**src/rtl/assert_macros.svh**
```systemverilog
// Assertion helpers shared by the RTL.
`ifndef ASSERT_MACROS_SVH
`define ASSERT_MACROS_SVH

// Checks a property at every rising edge while reset is released.
`define FPR_ASSERT(name, clk, rst_n, prop) \
  name: assert property (@(posedge clk) disable iff (!rst_n) (prop)) \
    else $error("property violated");

// Checks that a condition never holds while reset is released.
`define FPR_NEVER(name, clk, rst_n, cond) \
  name: assert property (@(posedge clk) disable iff (!rst_n) !(cond)) \
    else $error("forbidden condition seen");

`endif

```
**src/rtl/fpr_pkg.sv**
```systemverilog
package fpr_pkg;

  // Default packet length in bytes, header and trailer included.
  localparam int PacketBytesDef = 8;

  // Framing bytes.
  localparam logic [7:0] HeaderByte  = 8'hAA;
  localparam logic [7:0] TrailerByte = 8'h55;

  // Depth of the packet queue between front and back.
  localparam int QDepth = 2;

  // Configuration space.
  localparam int          PaddrW          = 3;
  localparam logic [PaddrW-1:0] StationAddrOffset = 3'd0;
  localparam logic [7:0]  StationAddrReset = 8'd2;

  // Request source codes.
  localparam logic ReqLink = 1'b0;
  localparam logic ReqBus  = 1'b1;

  typedef struct packed {
    logic       req_type;
    logic [7:0] data_byte;
    logic       ninth_bit;
  } fpr_in_t;

  typedef struct packed {
    logic [7:0] tx_byte;
    logic       last_byte;
  } fpr_out_t;

  // Queue status seen by the producer and the consumer.
  typedef struct packed {
    logic full;
    logic valid;
  } fpr_qstat_t;

endpackage

```
**src/rtl/fpr_fifo.sv**
```systemverilog
module fpr_fifo #(
  parameter int Width = 64
) (
  input  logic                clk_i,
  input  logic                rst_ni,
  input  logic                push_i,
  input  logic [Width-1:0]    push_data_i,
  input  logic                pop_i,
  output logic [Width-1:0]    pop_data_o,
  output fpr_pkg::fpr_qstat_t stat_o
);
  import fpr_pkg::*;

  localparam int PtrW = (QDepth > 1) ? $clog2(QDepth) : 1;
  localparam int CntW = $clog2(QDepth + 1);

  logic [Width-1:0] entry_q [QDepth];
  logic [PtrW-1:0]  wr_ptr_q, wr_ptr_d;
  logic [PtrW-1:0]  rd_ptr_q, rd_ptr_d;
  logic [CntW-1:0]  count_q, count_d;

  // Pointers wrap at the queue depth.
  always_comb begin
    wr_ptr_d = wr_ptr_q;
    rd_ptr_d = rd_ptr_q;
    count_d  = count_q;
    if (push_i) begin
      wr_ptr_d = (wr_ptr_q == PtrW'(QDepth - 1)) ? '0 : wr_ptr_q + 1'b1;
    end
    if (pop_i) begin
      rd_ptr_d = (rd_ptr_q == PtrW'(QDepth - 1)) ? '0 : rd_ptr_q + 1'b1;
    end
    if (push_i && !pop_i) begin
      count_d = count_q + 1'b1;
    end else if (!push_i && pop_i) begin
      count_d = count_q - 1'b1;
    end
  end

  always_ff @(posedge clk_i or negedge rst_ni) begin
    if (!rst_ni) begin
      wr_ptr_q <= '0;
      rd_ptr_q <= '0;
      count_q  <= '0;
    end else begin
      wr_ptr_q <= wr_ptr_d;
      rd_ptr_q <= rd_ptr_d;
      count_q  <= count_d;
    end
  end

  // Entry storage carries no reset.
  always_ff @(posedge clk_i) begin
    if (push_i) begin
      entry_q[wr_ptr_q] <= push_data_i;
    end
  end

  assign pop_data_o   = entry_q[rd_ptr_q];
  assign stat_o.full  = (count_q == CntW'(QDepth));
  assign stat_o.valid = (count_q != '0);

endmodule

```
**src/rtl/fpr_front.sv**
```systemverilog
module fpr_front #(
  parameter int PacketBytes = 8
) (
  input  logic                        clk_i,
  input  logic                        rst_ni,
  input  logic [7:0]                  station_addr_i,
  input  logic                        in_valid_i,
  output logic                        in_stall_o,
  input  fpr_pkg::fpr_in_t            in_data_i,
  input  fpr_pkg::fpr_qstat_t         qstat_i,
  output logic                        push_o,
  output logic [PacketBytes-1:0][7:0] push_data_o
);
  import fpr_pkg::*;

  localparam int PosW = $clog2(PacketBytes);
  localparam logic [PosW-1:0] LastPos = PosW'(PacketBytes - 1);

  logic [PosW-1:0]             pos_q, pos_d;
  logic                        fresh_q, fresh_d;
  logic [PacketBytes-1:0][7:0] work_q;
  logic [PacketBytes-1:0][7:0] latched_q;
  logic [PacketBytes-1:0][7:0] latch_val;
  logic                        accept;
  logic                        link_req;
  logic                        is_header;
  logic                        in_body;
  logic                        at_trailer;
  logic                        work_we;
  logic                        latch_we;
  logic                        poll_hit;

  // The queue being full holds off every request.
  assign in_stall_o = qstat_i.full;
  assign accept     = in_valid_i && !qstat_i.full;

  // Classify the request.
  assign link_req   = accept && (in_data_i.req_type == ReqLink);
  assign is_header  = (in_data_i.data_byte == HeaderByte);
  assign in_body    = (pos_q != '0) && (pos_q < LastPos);
  assign at_trailer = (pos_q == LastPos);
  assign work_we    = link_req && !is_header && in_body;
  assign latch_we   = link_req && !is_header && at_trailer &&
                      (in_data_i.data_byte == TrailerByte);
  assign poll_hit   = accept && (in_data_i.req_type == ReqBus) && in_data_i.ninth_bit &&
                      (in_data_i.data_byte == station_addr_i) && fresh_q;

  // Deframing position and fresh mark.
  always_comb begin
    pos_d   = pos_q;
    fresh_d = fresh_q;
    if (link_req) begin
      if (is_header) begin
        pos_d = PosW'(1);
      end else if (in_body) begin
        pos_d = pos_q + 1'b1;
      end else begin
        pos_d = '0;
      end
    end
    if (latch_we) begin
      fresh_d = 1'b1;
    end else if (poll_hit) begin
      fresh_d = 1'b0;
    end
  end

  always_ff @(posedge clk_i or negedge rst_ni) begin
    if (!rst_ni) begin
      pos_q   <= '0;
      fresh_q <= 1'b0;
    end else begin
      pos_q   <= pos_d;
      fresh_q <= fresh_d;
    end
  end

  // The completed packet is the working buffer closed by the trailer.
  always_comb begin
    latch_val              = work_q;
    latch_val[PacketBytes-1] = TrailerByte;
  end

  // Packet buffers carry no reset.
  always_ff @(posedge clk_i) begin
    if (link_req && is_header) begin
      work_q[0] <= HeaderByte;
    end else if (work_we) begin
      work_q[pos_q] <= in_data_i.data_byte;
    end
    if (latch_we) begin
      latched_q <= latch_val;
    end
  end

  // A poll snapshots the latched packet into the queue.
  assign push_o      = poll_hit;
  assign push_data_o = latched_q;

endmodule

```
**src/rtl/fpr_back.sv**
```systemverilog
module fpr_back #(
  parameter int PacketBytes = 8
) (
  input  logic                        clk_i,
  input  logic                        rst_ni,
  input  fpr_pkg::fpr_qstat_t         qstat_i,
  input  logic [PacketBytes-1:0][7:0] pop_data_i,
  output logic                        pop_o,
  output logic                        out_valid_o,
  input  logic                        out_stall_i,
  output fpr_pkg::fpr_out_t           out_data_o
);
  import fpr_pkg::*;

  localparam int IdxW = $clog2(PacketBytes);
  localparam logic [IdxW-1:0] LastIdx = IdxW'(PacketBytes - 1);

  typedef enum logic [1:0] {
    BkIdle = 2'b01,
    BkSend = 2'b10
  } bk_state_e;

  bk_state_e                   state_q, state_d;
  logic [IdxW-1:0]             idx_q, idx_d;
  logic                        out_valid_q, out_valid_d;
  fpr_out_t                    out_q;
  logic [PacketBytes-1:0][7:0] pkt_q;
  logic                        adv;
  logic                        emit;

  // The output register may be refilled when empty or when taken.
  assign adv   = !out_valid_q || !out_stall_i;
  assign pop_o = (state_q == BkIdle) && qstat_i.valid;
  assign emit  = (state_q == BkSend) && adv;

  // Sequencer: load a packet, then emit one byte per free output slot.
  always_comb begin
    state_d     = state_q;
    idx_d       = idx_q;
    out_valid_d = out_valid_q;
    unique case (state_q)
      BkIdle: begin
        if (adv) begin
          out_valid_d = 1'b0;
        end
        if (qstat_i.valid) begin
          state_d = BkSend;
          idx_d   = '0;
        end
      end
      BkSend: begin
        if (adv) begin
          out_valid_d = 1'b1;
          idx_d       = idx_q + 1'b1;
          if (idx_q == LastIdx) begin
            state_d = BkIdle;
          end
        end
      end
      default: begin
        state_d = BkIdle;
      end
    endcase
  end

  always_ff @(posedge clk_i or negedge rst_ni) begin
    if (!rst_ni) begin
      state_q     <= BkIdle;
      idx_q       <= '0;
      out_valid_q <= 1'b0;
    end else begin
      state_q     <= state_d;
      idx_q       <= idx_d;
      out_valid_q <= out_valid_d;
    end
  end

  // Packet shift register and output payload.
  always_ff @(posedge clk_i) begin
    if (pop_o) begin
      pkt_q <= pop_data_i;
    end else if (emit) begin
      pkt_q <= {8'h00, pkt_q[PacketBytes-1:1]};
    end
    if (emit) begin
      out_q.tx_byte   <= pkt_q[0];
      out_q.last_byte <= (idx_q == LastIdx);
    end
  end

  assign out_valid_o = out_valid_q;
  assign out_data_o  = out_q;

endmodule

```
**src/rtl/framed_packet_relay_with_address_poll_core.sv**
```systemverilog
// Link bytes and non-matching bus bytes give no result. A matching poll passes through
// the queue, then the back's packet register, then the output register before its first
// byte shows; the back emits PacketBytes results at one per cycle while the output is not
// stalled. Input stalls only while the two-entry queue is full.
// Reset is asynchronous: framing position, fresh mark, queue and output clear,
// and the station address returns to 2; packet buffers need no clearing pass.
`include "assert_macros.svh"

module framed_packet_relay_with_address_poll_core #(
  parameter int PacketBytes = fpr_pkg::PacketBytesDef
) (
  input  logic                       clk_i,
  input  logic                       rst_ni,
  input  logic                       in_valid_i,
  output logic                       in_stall_o,
  input  fpr_pkg::fpr_in_t           in_data_i,
  output logic                       out_valid_o,
  input  logic                       out_stall_i,
  output fpr_pkg::fpr_out_t          out_data_o,
  input  logic                       psel,
  input  logic                       penable,
  input  logic                       pwrite,
  input  logic [fpr_pkg::PaddrW-1:0] paddr,
  input  logic [31:0]                pwdata,
  output logic [31:0]                prdata,
  output logic                       pready
);
  import fpr_pkg::*;

  logic [7:0]                  station_q;
  logic                        cfg_we;
  logic                        q_push;
  logic                        q_pop;
  logic [PacketBytes-1:0][7:0] q_wdata;
  logic [PacketBytes-1:0][7:0] q_rdata;
  logic [PacketBytes*8-1:0]    q_rflat;
  fpr_qstat_t                  q_stat;

  // Configuration register.
  assign pready = 1'b1;
  assign cfg_we = psel && penable && pwrite && (paddr == StationAddrOffset);
  assign prdata = (paddr == StationAddrOffset) ? {24'h000000, station_q} : 32'h0;

  always_ff @(posedge clk_i or negedge rst_ni) begin
    if (!rst_ni) begin
      station_q <= StationAddrReset;
    end else if (cfg_we) begin
      station_q <= pwdata[7:0];
    end
  end

  // Front: deframing and poll matching.
  fpr_front #(
    .PacketBytes(PacketBytes)
  ) u_front (
    .clk_i,
    .rst_ni,
    .station_addr_i(station_q),
    .in_valid_i,
    .in_stall_o,
    .in_data_i,
    .qstat_i       (q_stat),
    .push_o        (q_push),
    .push_data_o   (q_wdata)
  );

  // Queue of polled packets.
  fpr_fifo #(
    .Width(PacketBytes * 8)
  ) u_fifo (
    .clk_i,
    .rst_ni,
    .push_i     (q_push),
    .push_data_i(q_wdata),
    .pop_i      (q_pop),
    .pop_data_o (q_rflat),
    .stat_o     (q_stat)
  );

  assign q_rdata = q_rflat;

  // Back: byte sequencer and output register.
  fpr_back #(
    .PacketBytes(PacketBytes)
  ) u_back (
    .clk_i,
    .rst_ni,
    .qstat_i    (q_stat),
    .pop_data_i (q_rdata),
    .pop_o      (q_pop),
    .out_valid_o,
    .out_stall_i,
    .out_data_o
  );

  // A poll never lands in a full queue nor a pop in an empty one; configuration writes take effect.
  `FPR_NEVER(a_push_when_full, clk_i, rst_ni, q_push && q_stat.full)
  `FPR_NEVER(a_pop_when_empty, clk_i, rst_ni, q_pop && !q_stat.valid)
  `FPR_ASSERT(a_cfg_write, clk_i, rst_ni, cfg_we |=> (station_q == $past(pwdata[7:0])))

endmodule
```
**config.mk**
```make
export PLATFORM = sky130hd
export DESIGN_NAME = framed_packet_relay_with_address_poll_core
export DESIGN_NICKNAME = d
export VERILOG_FILES = /design/src/rtl/fpr_pkg.sv /design/src/rtl/fpr_fifo.sv /design/src/rtl/fpr_front.sv /design/src/rtl/fpr_back.sv /design/src/rtl/framed_packet_relay_with_address_poll_core.sv
export VERILOG_INCLUDE_DIRS = /design/src /design/src/rtl
export SDC_FILE = /design/constraint.sdc
export NUM_CORES = 1
export LEC_CHECK = 0
export BUFFER_PORTS_ARGS = -buffer_cell sky130_fd_sc_hd__buf_4
export CAP_MARGIN = 20
export CORE_MARGIN = 4
export CORE_UTILIZATION = 40
export DETAILED_ROUTE_END_ITERATION = 10
export PLACE_DENSITY = 0.57
export SLEW_MARGIN = 15
export SYNTH_ARGS = -nofsm -noshare
export SYNTH_HDL_FRONTEND = slang
export SYNTH_SLANG_ARGS = --single-unit
```
**constraint.sdc**
```tcl
create_clock -name clk_i -period 7.55 [get_ports clk_i]
set_clock_uncertainty 0.05 [all_clocks]
set_input_delay 1.51 -clock clk_i [delete_from_list [all_inputs] [get_ports clk_i]]
set_output_delay 1.51 -clock clk_i [all_outputs]
set_load 0.005 [all_outputs]
```
==> impl_table.tex, run 1 <==
\begin{tabular}{lr}
\hline
Metric & Value \\
\hline
\multicolumn{2}{l}{\textbf{Worst hold path}} \\
\quad Worst min path class & register to register \\
\multicolumn{2}{l}{\textbf{Logic synthesis}} \\
\quad Number of different library cells in the post-synthesis netlist & 40 \\
\quad Portion of the post-synthesis area used by sequential elements & 80.69\% \\
\quad Synthesized cell area & 11380 sq um \\
\quad Post-synthesis register bit count & 312 \\
\quad Yosys warning count & 0 \\
\quad Average cell area after synthesis & 17.59 sq um \\
\quad Post-synthesis cell count & 647 \\
\multicolumn{2}{l}{\textbf{Routing}} \\
\quad Initial drt markers & 542 \\
\quad Routed wirelength normalized by instance count & 17.40 microns \\
\quad Antenna Nets Post-Route & 0 \\
\quad Aggregate routed wire length & 19330 microns \\
\quad Routed via count divided by cell count & 4.752 \\
\quad Post-route DRC & 0 \\
\quad Drt pass-1 iters & 4 \\
\quad Total vias in the final route & 5279 \\
\multicolumn{2}{l}{\textbf{Critical path}} \\
\quad Data arrival time of the critical path & 2.56 ns \\
\quad Setup slack on the worst flop-to-flop path & 4.51 ns \\
\quad Endpoint of the worst-slack reg-to-reg timing path & u\_fifo.entry\_q[0][16] \\
\quad Setup crit start kind & primary input \\
\quad R2r worst-path depth & 5 \\
\quad Critical path endpoint & prdata[6] \\
\quad R2R Path Start & station\_q[3] \\
\quad Endpoint class of the critical path & output port \\
\quad Kind of critical path & primary input to output port \\
\quad Launch point of the critical path & paddr[1] \\
\quad Max Fanout on Critical Path & 9 \\
\quad Required @ worst endpoint & 5.99 ns \\
\multicolumn{2}{l}{\textbf{Global route}} \\
\quad Number of global-route vias before repair & 5666 \\
\quad Global route overflow & 0 \\
\quad Maximum number of pins on one net before global-route repair & 103 \\
\quad Antenna violations before repair & 0 \\
\quad First-pass GRT wire length & 30860 microns \\
\quad Global-route total usage across every layer & 12.56\% \\
\multicolumn{2}{l}{\textbf{STA}} \\
\quad Setup violation total in the final timing report & 0 \\
\quad Final hold viol count & 0 \\
\quad Ratio of final minimum period to clock period & 54.53\% \\
\quad Transition at the pin with the smallest max-transition slack & 1.065 ns \\
\quad Min setup slack post-route & 3.433 ns \\
\quad Pins Over Slew Limit & 0 \\
\quad Unrepaired setup endpoints after global routing & no \\
\quad Fin Setup TNS & 0 ns \\
\quad Slew headroom & 29.03\% \\
\quad Final critical delay including setup and external delays & 4.117 ns \\
\quad Achievable clock frequency & 242.9 MHz \\
\multicolumn{2}{l}{\textbf{Layout}} \\
\quad Proportion of layout cells with a drive suffix above 1 & 16.10\% \\
\quad Leading cell type in the layout, fill and taps excluded & edfxtp\_1 \\
\quad Area growth from synthesis to layout & 14.30\% \\
\quad Most frequent cells in the layout & edfxtp\_1, nand2\_1, mux2i\_1 \\
\quad Final cell area excluding filler cells & 13010 sq um \\
\quad Antenna diodes & 0 \\
\quad Final \#Nets & 770 \\
\multicolumn{2}{l}{\textbf{Clocking}} \\
\quad TritonCTS clock tree & built \\
\quad Clock Sink Count & 312 \\
\quad Clock transition at the register clock pins on the worst setup and hold paths after CTS & 0.06 ns \\
\quad Number of cells upsized or downsized after cts & 0 \\
\quad Hold Buf Count CTS & 0 \\
\quad Number of clock buffers inserted by TritonCTS & 31 \\
\quad Clock buffer depth & 3 \\
\quad Clock tree root driver cell & clkbuf\_16 \\
\quad Setup bufs post-CTS & 0 \\
\quad Clock latency of the later-clocked register in the worst-skew pair & 0.54 ns \\
\quad H-tree levels & 1 \\
\multicolumn{2}{l}{\textbf{Power and ir drop}} \\
\quad Flop pwr share & 51.1\% \\
\quad Int Power & 3.366 mW \\
\quad VDD IR-drop max & 0.3074 mV \\
\quad Comb pwr share & 19.2\% \\
\quad Switching fraction of total power & 27.50\% \\
\quad Overall power consumption & 4.643 mW \\
\quad Power per cell area & 357.0 nW/um\^{}2 \\
\quad Clk pwr share & 29.7\% \\
\quad Leakage component of the power & 4.649 nW \\
\quad Switching power total & 1.277 mW \\
\multicolumn{2}{l}{\textbf{Place}} \\
\quad Sum of net half-perimeters after detailed placement & 11180 microns \\
\quad Global placement routability congestion & 0.7657 \\
\quad Placed inst area & 12080 sq um \\
\quad Setup slack after placement & 3.122 ns \\
\quad Port Buf Inserts & 46 \\
\multicolumn{2}{l}{\textbf{Floorplan}} \\
\quad Die Wd & 176.7 microns \\
\quad Ports placed on the boundary & 96 \\
\quad Site row count & 61 \\
\quad Floorplan die area & 31210 sq um \\
\quad Area of the core & 27930 sq um \\
\quad Die height & 176.7 microns \\
\quad Starting utilization of the core area & 40.73\% \\
\multicolumn{2}{l}{\textbf{Status}} \\
\quad Run status & finished clean \\
\multicolumn{2}{l}{\textbf{Run}} \\
\quad Number of maximum-capacitance violations & 0 \\
\hline
\end{tabular}
[cell families (layout without fill, tap and decap cells)]
logic type | count (synthesis) | in the layout | synth area share (%)
AOI/OAI and AO/OA | 84 | 84 | 4.267
xor gates and xnor gates | 13 | 13 | 1.001
adders and majority gates | 8 | 8 | 0.8797
buffers and inverters | 57 | 120 | 2.848
DFF | 312 | 312 | 80.69
muxes | 65 | 65 | 5.806
other | 2 | 25 | 0.06600
and+or+nand+nor | 106 | 106 | 4.443
[synthesized netlist by cell type]
| cell | n | share of area (%) |
|---|---|---|
| a22oi_1 | 2 | 0.13 |
| and4_1 | 1 | 0.077 |
| inv_1 | 11 | 0.36 |
| or4_4 | 1 | 0.099 |
| o21ai_0 | 52 | 2.3 |
| o2111ai_1 | 1 | 0.077 |
| conb_1 | 2 | 0.066 |
| mux2_2 | 8 | 0.79 |
| o21ai_1 | 1 | 0.044 |
| nand2_1 | 57 | 1.9 |
| a211oi_1 | 1 | 0.066 |
| xor2_1 | 6 | 0.46 |
| nand2b_1 | 2 | 0.11 |
| o22a_1 | 4 | 0.31 |
| xnor2_1 | 7 | 0.54 |
| o2111a_1 | 1 | 0.099 |
| nor2_1 | 17 | 0.56 |
| nand4b_1 | 2 | 0.15 |
| nor4_4 | 1 | 0.19 |
| or2_2 | 2 | 0.11 |
| ha_1 | 8 | 0.88 |
| nor2b_1 | 2 | 0.11 |
| dfstp_2 | 2 | 0.46 |
| nand3_1 | 4 | 0.18 |
| and2_1 | 10 | 0.55 |
| a21o_1 | 4 | 0.26 |
| o22ai_1 | 2 | 0.11 |
| a22o_1 | 5 | 0.38 |
| nor3_1 | 4 | 0.18 |
| clkbuf_1 | 8 | 0.26 |
| nand4bb_1 | 2 | 0.20 |
| mux2i_1 | 57 | 5.0 |
| nand4_1 | 1 | 0.055 |
| dfrtp_1 | 20 | 4.4 |
| a31oi_1 | 1 | 0.055 |
| buf_2 | 13 | 0.57 |
| edfxtp_1 | 282 | 74 |
| a21oi_1 | 10 | 0.44 |
| buf_4 | 25 | 1.6 |
| dfxtp_1 | 8 | 1.4 |
[routing by layer]
metal | global-route usage [%] | vias to the layer above | wire (microns)
li1 | - | 2517 | -
met1 | 15.35 | 2614 | 7846
met2 | 22.70 | 113 | 10160
met3 | 2.286 | 35 | 858
met4 | 3.868 | 0 | 461
met5 | 0 | - | 0
[final cells by class]
cell class	count	area (sq um)
Clock inverter	19	95.09
Fill cell	2431	14930
Inverter	11	41.29
Sequential cell	312	9183
Tap cell	378	473.0
Timing Repair Buffer	53	397.9
Multi-Input combinational cell	301	1987
Clock buffer	37	828.3
[worst min-delay path by stage]
stage	startpoint	end	slack (ns)	cells past startpoint
global route	u_back.pkt_q[2]	u_back.out_data_o[3]	0.37	0
global placement	u_front.latch_val[40]	u_front.push_data_o[40]	0.35	0
CTS	u_front.latch_val[24]	u_front.push_data_o[24]	0.37	0
finish	u_front.latch_val[24]	u_front.push_data_o[24]	0.37	0
detailed placement	u_back.pkt_q[2]	u_back.out_data_o[3]	0.35	0
floorplan	u_back.pkt_q[0]	u_back.out_data_o[1]	0.35	0
[worst max-delay path, cell delays in order]
cell and delay (ns):
buf_4 0.11, nor3_1 0.60, and2_1 0.23, buf_4 0.11
[state kept, by name, summed over array words and instances (netlist names)]
signal               flops
u_back.out_valid_o       1
u_front.push_data_o     56
u_fifo.entry_q         112
u_front.pos_q            3
u_fifo.wr_ptr_q          1
u_front.latch_val       56
u_back.idx_q             3
u_front.fresh_q          1
u_fifo.rd_ptr_q          1
u_back.pkt_q            57
u_fifo.count_q           2
station_q                8
u_back.state_q           2
u_back.out_data_o        9
[stage by stage]
stage | util (%) | hold WS [ns] | instances
detailed placement | 43.25 | 0.3545 | 1055
global placement | 43.25 | 0.3502 | 1055
floorplan | - | 0.3503 | 670
CTS | 46.56 | 0.3676 | 1111
finish | 46.56 | 0.3664 | 1111
global route | 46.56 | 0.3724 | 1111
[power groups by stage]
stage	registers (mW)	logic (mW)	clock network (mW)
floorplan	2.41	0.655	0
global placement	2.40	0.883	0
detailed placement	2.41	0.909	0
CTS	2.37	0.918	1.42
global route	2.40	1.00	1.50
finish	2.37	0.890	1.38
No activity file was read; power rests on OpenSTA's default activity.
==> run 2, diff against run 1 <==
==> constraint.sdc (replaced) <==
create_clock -name clk_i -period 3.8 [get_ports clk_i]
set_clock_uncertainty 0.05 [all_clocks]
set_input_delay 0.76 -clock clk_i [delete_from_list [all_inputs] [get_ports clk_i]]
set_output_delay 0.76 -clock clk_i [all_outputs]
set_load 0.005 [all_outputs]
==> run 2 against run 1 <==
Compared with the run above:
- non-clock buffer count increased by 4
- routed wire length down 1.3%
- clock-buffer cell count grew 9
- critical endpoint is now u_back.pkt_q[50]
==> impl_table.tex, run 2 (synthesis gave the netlist of run 1 again) <==
\begin{tabular}{lr}
\hline
Metric & Value \\
\hline
\multicolumn{2}{l}{\textbf{STA}} \\
\quad Transition at the pin with the smallest max-transition slack & 0.9844 ns \\
\quad Setup violation total in the final timing report & 0 \\
\quad Min setup slack post-route & 0.9405 ns \\
\quad Final hold viol count & 0 \\
\quad Achievable clock frequency & 349.7 MHz \\
\quad Slew headroom & 34.13\% \\
\quad Final Hold Slack & 0.07462 ns \\
\quad Fin Setup TNS & 0 ns \\
\quad Ratio of final minimum period to clock period & 75.25\% \\
\quad Final critical delay including setup and external delays & 2.859 ns \\
\quad Pins Over Slew Limit & 0 \\
\quad Unrepaired setup endpoints after global routing & no \\
\multicolumn{2}{l}{\textbf{Clocking}} \\
\quad Setup bufs post-CTS & 0 \\
\quad Hold Buf Count CTS & 0 \\
\quad Clock buffer depth & 3 \\
\quad Number of cells upsized or downsized after cts & 0 \\
\quad Clock transition at the register clock pins on the worst setup and hold paths after CTS & 0.06 ns \\
\quad H-tree levels & 1 \\
\quad Clock Sink Count & 312 \\
\quad Clock latency of the later-clocked register in the worst-skew pair & 0.53 ns \\
\quad Number of clock buffers inserted by TritonCTS & 31 \\
\quad Clock tree root driver cell & clkbuf\_16 \\
\quad TritonCTS clock tree & built \\
\multicolumn{2}{l}{\textbf{Floorplan}} \\
\quad Die Wd & 176.7 microns \\
\quad Die height & 176.7 microns \\
\quad Floorplan die area & 31210 sq um \\
\quad Area of the core & 27930 sq um \\
\quad Site row count & 61 \\
\quad Ports placed on the boundary & 96 \\
\quad Starting utilization of the core area & 40.73\% \\
\multicolumn{2}{l}{\textbf{Power and ir drop}} \\
\quad Flop pwr share & 50.7\% \\
\quad Comb pwr share & 17.9\% \\
\quad Int Power & 6.935 mW \\
\quad Switching fraction of total power & 26.42\% \\
\quad Leakage component of the power & 4.710 nW \\
\quad Switching power total & 2.491 mW \\
\quad Clk pwr share & 31.4\% \\
\quad Overall power consumption & 9.425 mW \\
\quad VDD IR-drop max & 0.3464 mV \\
\quad Power per cell area & 716.1 nW/um\^{}2 \\
\multicolumn{2}{l}{\textbf{Layout}} \\
\quad Top register by number of flip-flops & u\_fifo.entry\_q \\
\quad Number of fillers in the final layout & 2394 \\
\quad Antenna diodes & 0 \\
\quad Area growth from synthesis to layout & 15.68\% \\
\quad Number of flip-flops under the largest register name & 112 \\
\quad Most frequent cells in the layout & edfxtp\_1, nand2\_1, mux2i\_1 \\
\quad Biggest regs & u\_fifo.entry\_q (112), u\_back.pkt\_q (57) \\
\quad Footprint of the flip-flops and latches & 9183 sq um \\
\quad Final \#Nets & 774 \\
\quad Leading cell type in the layout, fill and taps excluded & edfxtp\_1 \\
\quad Final cell area excluding filler cells & 13160 sq um \\
\quad Area used by multi-input combinational logic & 1987 sq um \\
\quad Proportion of layout cells with a drive suffix above 1 & 16.26\% \\
\multicolumn{2}{l}{\textbf{Critical path}} \\
\quad Data arrival time of the critical path & 2.97 ns \\
\quad Kind of critical path & register to register \\
\quad R2r worst-path depth & 5 \\
\quad Endpoint of the worst-slack reg-to-reg timing path & u\_back.pkt\_q[50] \\
\quad Setup crit start kind & register \\
\quad Setup slack on the worst flop-to-flop path & 0.94 ns \\
\quad Required @ worst endpoint & 3.91 ns \\
\quad Endpoint class of the critical path & register \\
\quad Max Fanout on Critical Path & 57 \\
\quad R2R Path Start & u\_back.state\_q[0] \\
\multicolumn{2}{l}{\textbf{Global route}} \\
\quad Number of global-route vias before repair & 5600 \\
\quad Met3 track utilization from global routing & 2.115\% \\
\quad GRT met1 Usage & 15.64\% \\
\quad Global-route total usage across every layer & 12.24\% \\
\quad Global route overflow & 0 \\
\quad Antenna violations before repair & 0 \\
\quad GR Util met2 & 21.38\% \\
\quad First-pass GRT wire length & 30080 microns \\
\quad Maximum number of pins on one net before global-route repair & 58 \\
\quad Global routing's busiest layer & met2 \\
\multicolumn{2}{l}{\textbf{Run}} \\
\quad Number of maximum-capacitance violations & 0 \\
\multicolumn{2}{l}{\textbf{Routing}} \\
\quad Routed via count divided by cell count & 4.741 \\
\quad Initial drt markers & 335 \\
\quad Routed wirelength normalized by instance count & 17.09 microns \\
\quad Aggregate routed wire length & 19080 microns \\
\quad Post-route DRC & 0 \\
\quad Antenna Nets Post-Route & 0 \\
\quad Drt pass-1 iters & 4 \\
\quad Total vias in the final route & 5291 \\
\multicolumn{2}{l}{\textbf{Place}} \\
\quad Placed inst area & 12160 sq um \\
\quad Port Buf Inserts & 46 \\
\quad Sum of net half-perimeters after detailed placement & 11230 microns \\
\quad Setup slack after placement & 0.8669 ns \\
\quad Global placement routability congestion & 0.7463 \\
\multicolumn{2}{l}{\textbf{Status}} \\
\quad Run status & finished clean \\
\multicolumn{2}{l}{\textbf{Worst hold path}} \\
\quad Worst min path class & primary input to async pin \\
\hline
\end{tabular}
[run 2: critical path, cell delays in order, from the launching register on]
cell	delay, ns
dfstp_2	0.54
ha_1	0.25
nor2b_1	0.49
inv_2	0.32
o21ai_4	0.12
buf_4	0.63
[run 2: layer usage]
metal / up-vias / wire (microns)
met4: 0 / 499
met5: - / 0
met2: 116 / 9528
li1: 2518 / -
met1: 2625 / 8188
met3: 32 / 859
[run 2: final cells by class]
type                    instances  area share [%]
clock buffers                  46           6.625
well taps                     378           3.593
clock inverters                11          0.9791
multi-input cells             301           15.10
repair buffers                 57           3.631
inverters                      11          0.3137
flip-flops and latches        312           69.76
[run 2: power groups by stage]
stage	combinational, mW	clock [mW]	sequential (mW)
6_report	1.69	2.96	4.78
5_1_grt	1.92	3.19	4.83
4_1_cts	1.72	3.04	4.79
3_5_place_dp	1.72	0	4.86
3_3_place_gp	1.67	0	4.84
2_1_floorplan	1.31	0	4.74
[run 2: per-stage QoR]
step           util, %  cells
2_1_floorplan        -    670
3_3_place_gp     43.54   1059
3_5_place_dp     43.54   1059
4_1_cts          47.12   1116
5_1_grt          47.12   1116
6_report         47.12   1116
[run 2: how the worst max path moves through the flow]
stage | start | endpoint | slack [ns]
floorplan | in_data_i[1] | u_fifo.entry_q[0][0] | 0.12
global placement | in_data_i[1] | u_fifo.entry_q[0][25] | 0.91
detailed placement | in_data_i[1] | u_fifo.entry_q[0][25] | 0.87
CTS | u_back.state_q[0] | u_back.pkt_q[37] | 0.91
global route | u_back.state_q[0] | u_back.pkt_q[44] | 0.75
finish | u_back.state_q[0] | u_back.pkt_q[50] | 0.94
==> run 3, diff against run 2 <==
--- a/config.mk
+++ b/config.mk
@@ -11,7 +11,7 @@
 export CORE_MARGIN = 4
 export CORE_UTILIZATION = 40
 export DETAILED_ROUTE_END_ITERATION = 10
-export PLACE_DENSITY = 0.57
+export PLACE_DENSITY = 0.59
 export SLEW_MARGIN = 15
 export SYNTH_ARGS = -nofsm -noshare
 export SYNTH_HDL_FRONTEND = slang
==> constraint.sdc (replaced) <==
create_clock -name clk_i -period 2.6 [get_ports clk_i]
set_clock_uncertainty 0.05 [all_clocks]
set_input_delay 0.52 -clock clk_i [delete_from_list [all_inputs] [get_ports clk_i]]
set_output_delay 0.52 -clock clk_i [all_outputs]
set_load 0.005 [all_outputs]
==> run 3 against run 2 <==
Compared with the run above:
- flip-flop and latch count unchanged
- clock-buffer cell count up 3
- power up 46%
- sequential share of layout area down 0.59 points
- sequential power up 44%
- global-route usage up 0.12 points
- fmax up 28%
- die area unchanged
- clock power up 41%
- combinational power up 59%
- critical endpoint is now u_front.latch_val[46]
- critical path depth down 1
- register-to-register slack worse by 0.57 ns
==> impl_table.tex, run 3 (synthesis gave the netlist of run 1 again) <==
\begin{tabular}{lr}
\hline
Metric & Value \\
\hline
\multicolumn{2}{l}{\textbf{Global route}} \\
\quad First-pass GRT wire length & 30460 microns \\
\quad Global-route total usage across every layer & 12.37\% \\
\quad Antenna violations before repair & 0 \\
\quad Global route overflow & 0 \\
\quad Global routing's busiest layer & met2 \\
\quad GR Util met2 & 21.54\% \\
\quad Maximum number of pins on one net before global-route repair & 102 \\
\quad Met3 track utilization from global routing & 2.734\% \\
\quad Number of global-route vias before repair & 5634 \\
\quad GRT met1 Usage & 15.57\% \\
\multicolumn{2}{l}{\textbf{Clocking}} \\
\quad Clock transition at the register clock pins on the worst setup and hold paths after CTS & 0.06 ns \\
\quad Setup bufs post-CTS & 0 \\
\quad Clock Sink Count & 312 \\
\quad Clock tree root driver cell & clkbuf\_16 \\
\quad Clock latency of the later-clocked register in the worst-skew pair & 0.55 ns \\
\quad H-tree levels & 1 \\
\quad Number of clock buffers inserted by TritonCTS & 31 \\
\quad TritonCTS clock tree & built \\
\quad Clock buffer depth & 3 \\
\multicolumn{2}{l}{\textbf{STA}} \\
\quad Achievable clock frequency & 448.1 MHz \\
\quad Pins Over Slew Limit & 0 \\
\quad Transition at the pin with the smallest max-transition slack & 0.8911 ns \\
\quad Fin Setup TNS & 0 ns \\
\quad Final hold viol count & 0 \\
\quad Final critical delay including setup and external delays & 2.232 ns \\
\quad Final Hold Slack & 0.1569 ns \\
\quad Ratio of final minimum period to clock period & 85.83\% \\
\quad Unrepaired setup endpoints after global routing & no \\
\quad Min setup slack post-route & 0.3683 ns \\
\quad Slew headroom & 40.38\% \\
\quad Setup violation total in the final timing report & 0 \\
\multicolumn{2}{l}{\textbf{Layout}} \\
\quad Area growth from synthesis to layout & 16.66\% \\
\quad Most frequent cells in the layout & edfxtp\_1, buf\_4, nand2\_1, mux2i\_1, o21ai\_0 \\
\quad Antenna diodes & 0 \\
\quad Proportion of layout cells with a drive suffix above 1 & 17.89\% \\
\quad Top register by number of flip-flops & u\_fifo.entry\_q \\
\quad Utilization after layout & 47.52\% \\
\quad Number of flip-flops under the largest register name & 112 \\
\quad Fin cells & 1127 \\
\quad Number of fillers in the final layout & 2405 \\
\quad Final \#Nets & 784 \\
\quad Final cell area excluding filler cells & 13270 sq um \\
\quad Biggest regs & u\_fifo.entry\_q (112), u\_back.pkt\_q (57) \\
\quad Leading cell type in the layout, fill and taps excluded & edfxtp\_1 \\
\multicolumn{2}{l}{\textbf{Routing}} \\
\quad Total vias in the final route & 5387 \\
\quad Initial drt markers & 402 \\
\quad Routed via count divided by cell count & 4.780 \\
\quad Antenna Nets Post-Route & 0 \\
\quad Routed wirelength normalized by instance count & 16.94 microns \\
\quad Aggregate routed wire length & 19100 microns \\
\quad Drt pass-1 iters & 5 \\
\quad Post-route DRC & 0 \\
\multicolumn{2}{l}{\textbf{Power and ir drop}} \\
\quad Leakage component of the power & 4.781 nW \\
\quad Overall power consumption & 13.76 mW \\
\quad Power per cell area & 1036 nW/um\^{}2 \\
\quad VDD IR-drop max & 0.9052 mV \\
\multicolumn{2}{l}{\textbf{Critical path}} \\
\quad Cell breakdown of the critical path & nand2b\_1, o2111a\_1, nand2\_1, nor2\_1 \\
\quad Max Fanout on Critical Path & 8 \\
\quad Delay-heaviest family, CP & simple AND/OR/NAND/NOR gates \\
\quad R2R Path Start & u\_fifo.count\_q[0] \\
\quad Endpoint class of the critical path & register \\
\quad Combined buffer and inverter count along the critical path & 0 \\
\quad Data arrival time of the critical path & 2.35 ns \\
\quad Setup slack on the worst flop-to-flop path & 0.37 ns \\
\quad Required @ worst endpoint & 2.72 ns \\
\quad Setup crit start kind & register \\
\quad Biggest cell delay along the critical path & 0.69 ns \\
\quad Crit-path slowest cell & nor2\_1 \\
\quad Kind of critical path & register to register \\
\quad Launch point of the critical path & u\_fifo.count\_q[0] \\
\multicolumn{2}{l}{\textbf{Place}} \\
\quad Dpl cells & 1068 \\
\quad Setup slack after placement & 0.06069 ns \\
\quad Placed inst area & 12280 sq um \\
\quad Port Buf Inserts & 46 \\
\quad Sum of net half-perimeters after detailed placement & 11430 microns \\
\quad Global placement routability congestion & 0.7463 \\
\multicolumn{2}{l}{\textbf{Floorplan}} \\
\quad Ports placed on the boundary & 96 \\
\quad Area of the core & 27930 sq um \\
\quad Site row count & 61 \\
\quad Die Wd & 176.7 microns \\
\quad Die height & 176.7 microns \\
\quad Floorplan die area & 31210 sq um \\
\quad Starting utilization of the core area & 40.73\% \\
\multicolumn{2}{l}{\textbf{Status}} \\
\quad Run status & finished clean \\
\multicolumn{2}{l}{\textbf{Worst hold path}} \\
\quad Min-Delay Startpoint & pwdata[0] \\
\quad Worst min path class & primary input to register \\
\multicolumn{2}{l}{\textbf{Run}} \\
\quad Number of maximum-capacitance violations & 0 \\
\hline
\end{tabular}
==> run 3: layout make-up <==
type | count | area, sq um | area share, %
clock buffers | 49 | 933.4 | 7.032
clock inverters | 9 | 51.30 | 0.3865
inverters | 11 | 41.29 | 0.3111
multi-input cells | 301 | 1987 | 14.97
flip-flops and latches | 312 | 9183 | 69.18
well taps | 378 | 473.0 | 3.563
repair buffers | 67 | 605.6 | 4.562
==> run 3: where the power goes <==
part | internal (mW) | total (mW) | leakage (nW) | switching (mW)
combinational | 1.00 | 2.69 | 1.37 | 1.69
sequential | 6.60 | 6.89 | 2.92 | 0.285
clock | 2.45 | 4.18 | 0.491 | 1.73
==> run 3: metal layers <==
| metal | up-vias | routed length, microns |
|---|---|---|
| met4 | 0 | 487 |
| met2 | 131 | 9719 |
| met1 | 2672 | 7917 |
| met5 | - | 0 |
| met3 | 45 | 971 |
| li1 | 2539 | - |
==> run 3: repair_timing <==
action | 4_1_cts | 5_1_grt
hold buffers | 1 | 0
gates resized for setup | 0 | 0
hold endpoints to repair | 20 | 0
==> run 3: path summary, 6_finish.rpt <==
| kind | cells past startpoint | end |
|---|---|---|
| worst max-delay path | 4 | u_front.latch_val[46] |
| worst min-delay path | 2 | station_q[0] |
| worst max register to register | 4 | u_front.latch_val[46] |
| worst min register to register | 0 | u_front.push_data_o[47] |
| max in group asynchronous | 2 | u_back.state_q[0] |
| min in group asynchronous | 2 | station_q[4] |
